`config.mk`:
```
export PLATFORM = sky130hd
export DESIGN_NAME = bcd_clock_with_time_set
export DESIGN_NICKNAME = d
export VERILOG_FILES = /design/src/rtl/bcdc_pkg.sv /design/src/rtl/bcdc_core.sv /design/src/rtl/bcd_clock_with_time_set.sv
export SDC_FILE = /design/constraint.sdc
export NUM_CORES = 1
export LEC_CHECK = 0
export BUFFER_PORTS_ARGS = -buffer_cell sky130_fd_sc_hd__buf_2
export CORE_AREA = 2 2 155 97
export DETAILED_ROUTE_END_ITERATION = 10
export DIE_AREA = 0 0 157 99
export GPL_ROUTABILITY_DRIVEN = 1
export PLACE_DENSITY_LB_ADDON = 0.25
export SLEW_MARGIN = 20
export SYNTH_ARGS = -nofsm -noshare
export SYNTH_HDL_FRONTEND = slang
export SYNTH_SLANG_ARGS = --single-unit
export TNS_END_PERCENT = 20
```
`constraint.sdc`:
```
create_clock -name clock -period 10.1 [get_ports clock]
set_clock_uncertainty 0.2 [all_clocks]
set_input_delay 0.505 -clock clock [delete_from_list [all_inputs] [get_ports clock]]
set_output_delay 0.505 -clock clock [all_outputs]
set_load 0.02 [all_outputs]
```
`src/rtl/bcdc_pkg.sv`:
```
`timescale 1ns / 1ps
`default_nettype none

package bcdc_pkg;

   // six bcd digits of hh:mm:ss, tens digits only as wide as their range
   typedef struct packed {
      logic [1:0] ht;
      logic [3:0] hu;
      logic [2:0] mt;
      logic [3:0] mu;
      logic [2:0] st;
      logic [3:0] su;
   } time_type;

   // one result item
   typedef struct packed {
      time_type   digits;
      logic       editing;
      logic [1:0] sel;
      logic       pulse;
   } res_type;

   typedef enum logic [2:0] {
      KEY_ENTER  = 3'd0,
      KEY_ESCAPE = 3'd1,
      KEY_RIGHT  = 3'd2,
      KEY_UP     = 3'd3,
      KEY_DOWN   = 3'd4,
      KEY_LEFT   = 3'd5
   } key_type;

   localparam logic [1:0] FIELD_SEC  = 2'd0;
   localparam logic [1:0] FIELD_MIN  = 2'd1;
   localparam logic [1:0] FIELD_HOUR = 2'd2;

   localparam logic       FUNC_TICK = 1'b0;

   localparam int unsigned CSR_ADDR_W = 2;
   localparam logic [CSR_ADDR_W-1:0] CSR_TPS_ADDR = 2'd0;
   localparam logic [15:0] TPS_RESET = 16'd150;

   // increment from the chosen field upward with bcd carries
   function automatic time_type step_up(input time_type t, input logic [1:0] fld);
      time_type r;
      logic     c;
      r = t;
      c = (fld == FIELD_SEC);
      if (c) begin
         if (r.su != 4'd9) begin
            r.su = r.su + 4'd1;
            c    = 1'b0;
         end else begin
            r.su = 4'd0;
            if (r.st != 3'd5) begin
               r.st = r.st + 3'd1;
               c    = 1'b0;
            end else begin
               r.st = 3'd0;
            end
         end
      end
      c = c | (fld == FIELD_MIN);
      if (c) begin
         if (r.mu != 4'd9) begin
            r.mu = r.mu + 4'd1;
            c    = 1'b0;
         end else begin
            r.mu = 4'd0;
            if (r.mt != 3'd5) begin
               r.mt = r.mt + 3'd1;
               c    = 1'b0;
            end else begin
               r.mt = 3'd0;
            end
         end
      end
      c = c | (fld == FIELD_HOUR);
      if (c) begin
         if (r.ht == 2'd2 && r.hu == 4'd3) begin
            r.ht = 2'd0;
            r.hu = 4'd0;
         end else if (r.hu == 4'd9) begin
            r.hu = 4'd0;
            r.ht = r.ht + 2'd1;
         end else begin
            r.hu = r.hu + 4'd1;
         end
      end
      return r;
   endfunction

   // decrement from the chosen field upward with bcd borrows
   function automatic time_type step_down(input time_type t, input logic [1:0] fld);
      time_type r;
      logic     b;
      r = t;
      b = (fld == FIELD_SEC);
      if (b) begin
         if (r.su != 4'd0) begin
            r.su = r.su - 4'd1;
            b    = 1'b0;
         end else begin
            r.su = 4'd9;
            if (r.st != 3'd0) begin
               r.st = r.st - 3'd1;
               b    = 1'b0;
            end else begin
               r.st = 3'd5;
            end
         end
      end
      b = b | (fld == FIELD_MIN);
      if (b) begin
         if (r.mu != 4'd0) begin
            r.mu = r.mu - 4'd1;
            b    = 1'b0;
         end else begin
            r.mu = 4'd9;
            if (r.mt != 3'd0) begin
               r.mt = r.mt - 3'd1;
               b    = 1'b0;
            end else begin
               r.mt = 3'd5;
            end
         end
      end
      b = b | (fld == FIELD_HOUR);
      if (b) begin
         if (r.hu == 4'd0 && r.ht == 2'd0) begin
            r.hu = 4'd3;
            r.ht = 2'd2;
         end else if (r.hu == 4'd0) begin
            r.hu = 4'd9;
            r.ht = r.ht - 2'd1;
         end else begin
            r.hu = r.hu - 4'd1;
         end
      end
      return r;
   endfunction

endpackage

`default_nettype wire

```
`src/rtl/bcdc_core.sv`:
```
`timescale 1ns / 1ps
`default_nettype none

module bcdc_core (
   input  wire logic           clock,
   input  wire logic           reset,
   input  wire logic           accept,
   input  wire logic           func,
   input  wire logic [2:0]     key_code,
   input  wire logic [15:0]    tps,
   output bcdc_pkg::res_type   result
);
   import bcdc_pkg::*;

   time_type   time_ff, time_in;
   time_type   ebuf_ff, ebuf_in;
   logic       edit_ff, edit_in;
   logic [1:0] fld_ff, fld_in;
   logic [15:0] tick_ff, tick_in;
   logic       pulse;

   always_comb begin
      time_in = time_ff;
      ebuf_in = ebuf_ff;
      edit_in = edit_ff;
      fld_in  = fld_ff;
      tick_in = tick_ff;
      pulse   = 1'b0;
      if (func == FUNC_TICK) begin
         // clock and prescaler are frozen while editing
         if (!edit_ff) begin
            tick_in = tick_ff + 16'd1;
            if (tick_in == tps) begin
               tick_in = 16'd0;
               time_in = step_up(time_ff, FIELD_SEC);
               pulse   = 1'b1;
            end
         end
      end else if (!edit_ff) begin
         if (key_code == KEY_LEFT || key_code == KEY_RIGHT) begin
            ebuf_in = time_ff;
            fld_in  = FIELD_SEC;
            edit_in = 1'b1;
         end
      end else begin
         unique case (key_code)
            KEY_ENTER: begin
               time_in = ebuf_ff;
               edit_in = 1'b0;
            end
            KEY_ESCAPE: begin
               edit_in = 1'b0;
            end
            KEY_RIGHT: begin
               if (fld_ff != FIELD_SEC) fld_in = fld_ff - 2'd1;
            end
            KEY_LEFT: begin
               if (fld_ff != FIELD_HOUR) fld_in = fld_ff + 2'd1;
            end
            KEY_UP: begin
               ebuf_in = step_up(ebuf_ff, fld_ff);
            end
            KEY_DOWN: begin
               ebuf_in = step_down(ebuf_ff, fld_ff);
            end
            default: begin
            end
         endcase
      end
   end

   always_ff @(posedge clock) begin
      if (reset) begin
         time_ff <= '0;
         ebuf_ff <= '0;
         edit_ff <= 1'b0;
         fld_ff  <= FIELD_SEC;
         tick_ff <= 16'd0;
      end else if (accept) begin
         time_ff <= time_in;
         ebuf_ff <= ebuf_in;
         edit_ff <= edit_in;
         fld_ff  <= fld_in;
         tick_ff <= tick_in;
      end
   end

   assign result.digits  = edit_in ? ebuf_in : time_in;
   assign result.editing = edit_in;
   assign result.sel     = edit_in ? fld_in : FIELD_SEC;
   assign result.pulse   = pulse;

endmodule

`default_nettype wire

```
`src/rtl/bcd_clock_with_time_set.sv`:
```
`timescale 1ns / 1ps
`default_nettype none

// 24-hour bcd clock with a time-set mode. Each req item is either a timer tick
// (req_func 0) or an edge-detected key press (req_func 1, key in req_key_code).
// Every item gives exactly one rsp item with the shown digits, the edit flag,
// the selected field and a pulse that marks a one-second advance. The clock
// takes one item per cycle while the skid entry is empty: the state update is
// a single pass of bcd carry/borrow logic between the state registers and the
// result register, and its result is registered in the output buffer before
// it appears on rsp. A two-entry output buffer (result register plus skid
// register) keeps req_ready high while one result waits on rsp, so a stalled
// consumer does not block input until both entries are full. ticks_per_second
// lives at csr byte address 0 (reset 150); zero gives one advance per 65536 ticks.

module bcd_clock_with_time_set (
   input  wire logic        clock,
   input  wire logic        reset,

   input  wire logic        req_valid,
   output logic             req_ready,
   input  wire logic        req_func,
   input  wire logic [2:0]  req_key_code,

   output logic             rsp_valid,
   input  wire logic        rsp_ready,
   output logic [3:0]       rsp_sec_units,
   output logic [2:0]       rsp_sec_tens,
   output logic [3:0]       rsp_min_units,
   output logic [2:0]       rsp_min_tens,
   output logic [3:0]       rsp_hour_units,
   output logic [1:0]       rsp_hour_tens,
   output logic             rsp_editing,
   output logic [1:0]       rsp_selected_field,
   output logic             rsp_second_pulse,

   input  wire logic        csr_psel,
   input  wire logic        csr_penable,
   input  wire logic        csr_pwrite,
   input  wire logic [bcdc_pkg::CSR_ADDR_W-1:0] csr_paddr,
   input  wire logic [31:0] csr_pwdata,
   output logic [31:0]      csr_prdata,
   output logic             csr_pready
);
   import bcdc_pkg::*;

   logic        accept;
   logic        drain;
   res_type     result;

   // csr
   logic [15:0] tps_ff;

   // output buffer: main entry drives rsp, skid catches an item during a stall
   res_type     main_ff;
   logic        main_vld_ff;
   res_type     skid_ff;
   logic        skid_vld_ff;

   assign csr_pready = 1'b1;
   assign csr_prdata = (csr_paddr == CSR_TPS_ADDR) ? {16'd0, tps_ff} : 32'd0;

   always_ff @(posedge clock) begin
      if (reset) begin
         tps_ff <= TPS_RESET;
      end else if (csr_psel && csr_penable && csr_pwrite && csr_paddr == CSR_TPS_ADDR) begin
         tps_ff <= csr_pwdata[15:0];
      end
   end

   // ready only depends on the skid entry, never on rsp_ready
   assign req_ready = !skid_vld_ff;
   assign accept    = req_valid && req_ready;
   assign drain     = rsp_valid && rsp_ready;

   bcdc_core u_core (
      .clock    (clock),
      .reset    (reset),
      .accept   (accept),
      .func     (req_func),
      .key_code (req_key_code),
      .tps      (tps_ff),
      .result   (result)
   );

   always_ff @(posedge clock) begin
      if (reset) begin
         main_vld_ff <= 1'b0;
         skid_vld_ff <= 1'b0;
      end else if (drain) begin
         if (skid_vld_ff) begin
            // no item is accepted while the skid entry is full
            main_ff     <= skid_ff;
            skid_vld_ff <= 1'b0;
         end else begin
            main_vld_ff <= accept;
            if (accept) main_ff <= result;
         end
      end else if (accept) begin
         if (!main_vld_ff) begin
            main_ff     <= result;
            main_vld_ff <= 1'b1;
         end else begin
            skid_ff     <= result;
            skid_vld_ff <= 1'b1;
         end
      end
   end

   assign rsp_valid          = main_vld_ff;
   assign rsp_sec_units      = main_ff.digits.su;
   assign rsp_sec_tens       = main_ff.digits.st;
   assign rsp_min_units      = main_ff.digits.mu;
   assign rsp_min_tens       = main_ff.digits.mt;
   assign rsp_hour_units     = main_ff.digits.hu;
   assign rsp_hour_tens      = main_ff.digits.ht;
   assign rsp_editing        = main_ff.editing;
   assign rsp_selected_field = main_ff.sel;
   assign rsp_second_pulse   = main_ff.pulse;

endmodule

`default_nettype wire

```
# == Word-level counts from Yosys, hierarchy flattened ==
# Index checks and enable logic that the tools add are counted.
# classes
add_sub_neg,21
n_mux,104
eq_ne,25
reduce_logical,29
bitwise,8
# op_table
operator,n
$mux W20,9
$mux W24,5
$mux W1,45
$pmux W20 S2,1
$mux W3,12
$mux W4,9
$mux W6,6
$mux W7,5
$mux W16,2
$add A4 B1 Y4 const B,6
$mux W2,9
$add A16 B1 Y16 const B,1
$eq A16 B16 Y1,1
$ne A4 B4 Y1 const B,4
$add A3 B1 Y3 const B,4
$ne A3 B3 Y1 const B,4
$sub A4 B1 Y4 const B,3
$eq A4 B2 Y1 const B,2
$eq A4 B4 Y1 const B,2
$logic_and A1 B1 Y1,8
$reduce_and A4 Y1,2
$reduce_bool A4 Y1,2
$add A2 B1 Y2 const B,3
$eq A2 B2 Y1 const B,3
20 further kinds,39
# word_totals
output_inout_bits,59
register_bits,125
inputBits,45
word_cells,223

# == Logic depth before layout (Yosys ltp) ==
# depth
word_depth,21
mapped_depth,14
ltp_nobuf,11

# == By module ==
# From an unflattened synthesis, not the netlist that was laid out.
# hier_totals
hier_cells,1064
area_unflattened_um2,8712.1
# modules_own_cells
module,seq_area_each_um2,area_per_inst_um2,cells_per_inst,instances
bcdc_core,1181.1,5890.6,867,1
bcd_clock_with_time_set,1801.7,2821.5,197,1

# == Worst setup path before layout ==
# OpenSTA, ideal clock, no wires.
# synth_timing
kind,reg2reg
start,reg u_core.tick_ff[0]
end,"reg main_ff, in the netlist rsp_sec_units[3] (data pin)"
synth_period_minus_slack_ps,3664
setup_slack_ps,6436
path_stages_with_launch,12
setup_ps,260
arrival_time_ps,3204
path_buffers,1
cell_sequence,dfxtp_1 > ha_1 > nand4_2 > or4b_4 > nand2_1 > nand4_1 > or4_1 > buf_6 > o31a_1 > a2111oi_2 > a21oi_1 > mux2_4
# synth_rtl
element,line_no,source
"start, declared",bcdc_core.sv:19,"logic [15:0] tick_ff, tick_in;"
"start signal, assigned",bcdc_core.sv:84,tick_ff <= tick_in;
"end signal, assigned",bcd_clock_with_time_set.sv:93,main_ff <= skid_ff;
"end signal, assigned",bcd_clock_with_time_set.sv:97,if (accept) main_ff <= result;
"end signal, assigned",bcd_clock_with_time_set.sv:101,main_ff <= result;
"end, declared",bcd_clock_with_time_set.sv:55,res_type main_ff;

==> flow_summary.yaml <==
outcome:
  status: "complete, no violations"
job:
  max_cap_viol_count: 0
floorplanning:
  io_pins: 104
  core_mm2: 0.0141
  die_w_um: 157
  start_util_pct: 62.8
  die_y_um: 99
  die_area_mm2: 0.0155
  rows: 34
final_layout:
  nFillCells: 1152
  layout_commonest_cell: "nand2_1"
  multi_input_area_mm2: 0.00534
  drive_gt1_share_pct: 13.1
  final_cell_mix: "165 x nand2_1, 106 x nor2_1, 104 x a21oi_1, 77 x dfxtp_1, 70 x buf_2"
  fin_nets: 1214
  area_growth_pct: 9.71
  diodes: 0
  register_area_mm2: 0.00298
critical_path:
  r2r-start: "u_core.tick_ff[4]"
  timing.rr.end: "rsp_hour_tens[0]"
  max_stage_delay_ns: 0.78
  crit_type: "flip-flop to flip-flop"
  cp.arrival_ns: 4.92
  path_cells: "nand4_1 -> nor4b_2 -> o21ai_1 -> o211ai_1 -> nor2_1 -> nand4bb_1 -> o41ai_1 -> a31oi_1 -> mux2_2"
  worstPathMaxFanout: 14
  critPathCaptureType: "flip-flop"
  critPathRequiredTime_ns: 10.08
  ff2ff_path_depth: 9
  startpoint_type: "flip-flop"
  crit_slowest_cell: "nand4bb_1"
  r2r_slack_ns: 5.17
yosys:
  yosysWarnings: 0
  synth-async-reset-ratio_pct: 0
  synth_xor_area_share_pct: 1.98
  synth-adder-area-share_pct: 1.84
  synth_top_family_by_area: "simple AND/OR/NAND/NOR gates"
  synth-seq-cells: 125
  synthSimpleGateAreaFrac_pct: 29.0
  synth_edf_count: 48
  synthMuxAreaShare_pct: 2.80
  synth_flop_cell: "dfxtp_1"
  synth_compound_area_share_pct: 23.8
  avgSynthCellArea_um2: 7.69
  netlist_area_mm2: 0.00884
  synth-seq-area-share_pct: 33.7
  ys_types: 85
  syn-instance-count: 1150
cts:
  clk_pin_slew_ns: 0.07
  htreeDepth: 4
  clockRootBuffer: "clkbuf_16"
  cts_tree: "done"
  post_cts_buffers: 0
  hold_buffers: 0
  clkSinkCount: 125
  cts_max_path_buffers: 2
  cts_buffers: 17
  postCtsResizedCells: 0
  insertion_delay_ns: 0.43
detailed_routing:
  routed_wl_mm: 28.2
  post-route-drc-count: 0
  wl_per_cell_um: 20.6
  dr.pass1.iters: 7
  drt-initial-drc-count: 1399
  postRouteAntennaNets: 0
  avgViaCountPerCell: 6.80
  vias: 9291
timing:
  tightest_slew_ns: 1.10
  layout_setup_ws_ns: 5.17
  finalMaxSlewViolations: 0
  post-route-min-period_ns: 4.93
  finalSetupTns_ns: 0
  rsz0062_at_grt: "false"
  fin_crit_sh_pct: 48.8
  max_slew_margin_pct: 26.1
  max_freq_ghz: 0.203
  setup_viol: 0
  hold_viol: 0
global_routing:
  grt_max_degree: 51
  grt_pass1_wl_mm: 44.8
  grt_pass1_vias: 8127
  antenna_found_initial: 0
  gr-total-overflow: 0
  track_usage_pct: 36.9
min_path:
  whs_path_depth: 3
  min_to: "tps_ff[2]"
  hp-start: "csr_pwdata[2]"
  hp-class: "input pin to flip-flop"
pwr:
  vdd_ir_drop_max_v: 0.0000914
  power_leakage_uw: 0.00343
  power_per_cell_area_mw_per_mm2: 141
place:
  gp_congestion: 1.00
  post-dp-hpwl_mm: 18.8
  place_ws_ns: 5.43
  port_buffers: 70
==> cell families (layout without fill, tap and decap cells) <==
| group | count (synthesis) | count (layout) |
|---|---|---|
| adders and majority gates | 13 | 13 |
| DFF | 125 | 125 |
| xor gates and xnor gates | 20 | 20 |
| buffers and inverters | 138 | 142 |
| other | 2 | 17 |
| and+or+nand+nor | 503 | 503 |
| muxes | 23 | 23 |
| AOI/OAI and AO/OA | 326 | 326 |
==> report_power, final <==
part | switching (uW) | internal (uW)
combinational | 134 | 61.2
sequential | 22.1 | 540
clock | 279 | 327
total | 435 | 929
==> worst max-delay path by stage <==
stage          cells past startpoint               from                to  slack, ns
2_1_floorplan                     11  u_core.tick_ff[0]  rsp_sec_units[3]       6.44
3_3_place_gp                      10  u_core.tick_ff[0]  rsp_hour_tens[0]       5.50
3_5_place_dp                      10  u_core.tick_ff[0]  rsp_hour_tens[0]       5.43
4_1_cts                           10  u_core.tick_ff[0]  rsp_hour_tens[0]       5.40
5_1_grt                           10  u_core.tick_ff[0]  rsp_hour_tens[0]       4.98
6_report                           9  u_core.tick_ff[4]  rsp_hour_tens[0]       5.17
==> state kept, by name, indices dropped and copies added, names as in the netlist <==
| signal | flops |
|---|---|
| u_core.tick_ff | 16 |
| skid_ff | 24 |
| rsp_min_units | 4 |
| rsp_hour_tens | 2 |
| u_core.edit_ff | 1 |
| rsp_second_pulse | 1 |
| u_core.time_ff | 20 |
| skid_vld_ff | 1 |
| rsp_sec_units | 4 |
| rsp_selected_field | 2 |
| tps_ff | 16 |
| rsp_editing | 1 |
| rsp_valid | 1 |
| u_core.fld_ff | 2 |
| rsp_sec_tens | 3 |
| u_core.ebuf_ff | 20 |
| rsp_hour_units | 4 |
| rsp_min_tens | 3 |
==> area by class of cell <==
type / instances / share of cell area, %
clock inverter: 15 / 1.52
inverter: 27 / 1.05
clock buffer: 17 / 4.39
multi-input combinational: 902 / 55.1
sequential: 125 / 30.8
timing repair buffer: 83 / 4.62
tap: 198 / 2.55
==> metal layers <==
layer,vias up,global-route usage (%),part of all wire [%]
met5,-,0,0
met3,77,11.0,16
met1,4286,56.9,43
li1,4198,-,-
met4,0,9.60,2.0
met2,730,49.7,39
==> metrics by stage <==
| step | std cells | hold WS (ns) | area [um2] | power (uW) | util (%) |
|---|---|---|---|---|---|
| after global routing | 1367 | 0.101 | 9700 | 1400 | 68.9 |
| after detailed placement | 1335 | 0.275 | 9110 | 757 | 64.7 |
| final | 1367 | 0.0945 | 9700 | 1360 | 68.9 |
| after CTS | 1367 | 0.0886 | 9690 | 1350 | 68.8 |
| after global placement | 1335 | 0.266 | 9110 | 754 | 64.7 |
| after floorplan | 1165 | 0.249 | 8890 | 704 | - |
==> synthesized netlist by cell type, drive strengths merged, types with 8 or more instances <==
| cell | instances | area share, % |
|---|---|---|
| and2 | 16 | 1.1 |
| dfxtp | 77 | 17 |
| or4 | 10 | 0.85 |
| nor3b | 9 | 0.76 |
| o211ai | 10 | 0.85 |
| buf | 27 | 2.1 |
| a31oi | 20 | 1.4 |
| nand2b | 15 | 1.1 |
| or3 | 10 | 0.71 |
| inv | 27 | 1.1 |
| o31ai | 10 | 0.85 |
| and3 | 14 | 0.99 |
| nor3 | 35 | 2.2 |
| nor2 | 107 | 4.6 |
| nor2b | 10 | 0.71 |
| nand2 | 165 | 7.0 |
| mux2 | 11 | 1.4 |
| mux2i | 12 | 1.4 |
| ha | 13 | 1.8 |
| o21ai | 64 | 3.6 |
| nor4 | 20 | 1.7 |
| o21a | 8 | 0.68 |
| o22ai | 9 | 0.64 |
| edfxtp | 48 | 16 |
| clkbuf | 84 | 3.6 |
| nand4 | 20 | 1.7 |
| xnor2 | 13 | 1.3 |
| a21oi | 104 | 5.9 |
| a21o | 8 | 0.68 |
| a211oi | 17 | 1.4 |
| nand3b | 8 | 0.68 |
| nand3 | 39 | 2.2 |
==> worst max-delay path: cells and delay by family (launching register included) <==
family	cells	cell delay [ns]
AO/OA/AOI/OAI	4	1.46
flip-flops	1	0.57
multiplexers	1	0.35
AND/OR/NAND/NOR	4	2.12
Note: power is estimated with default switching activity, not from simulation.
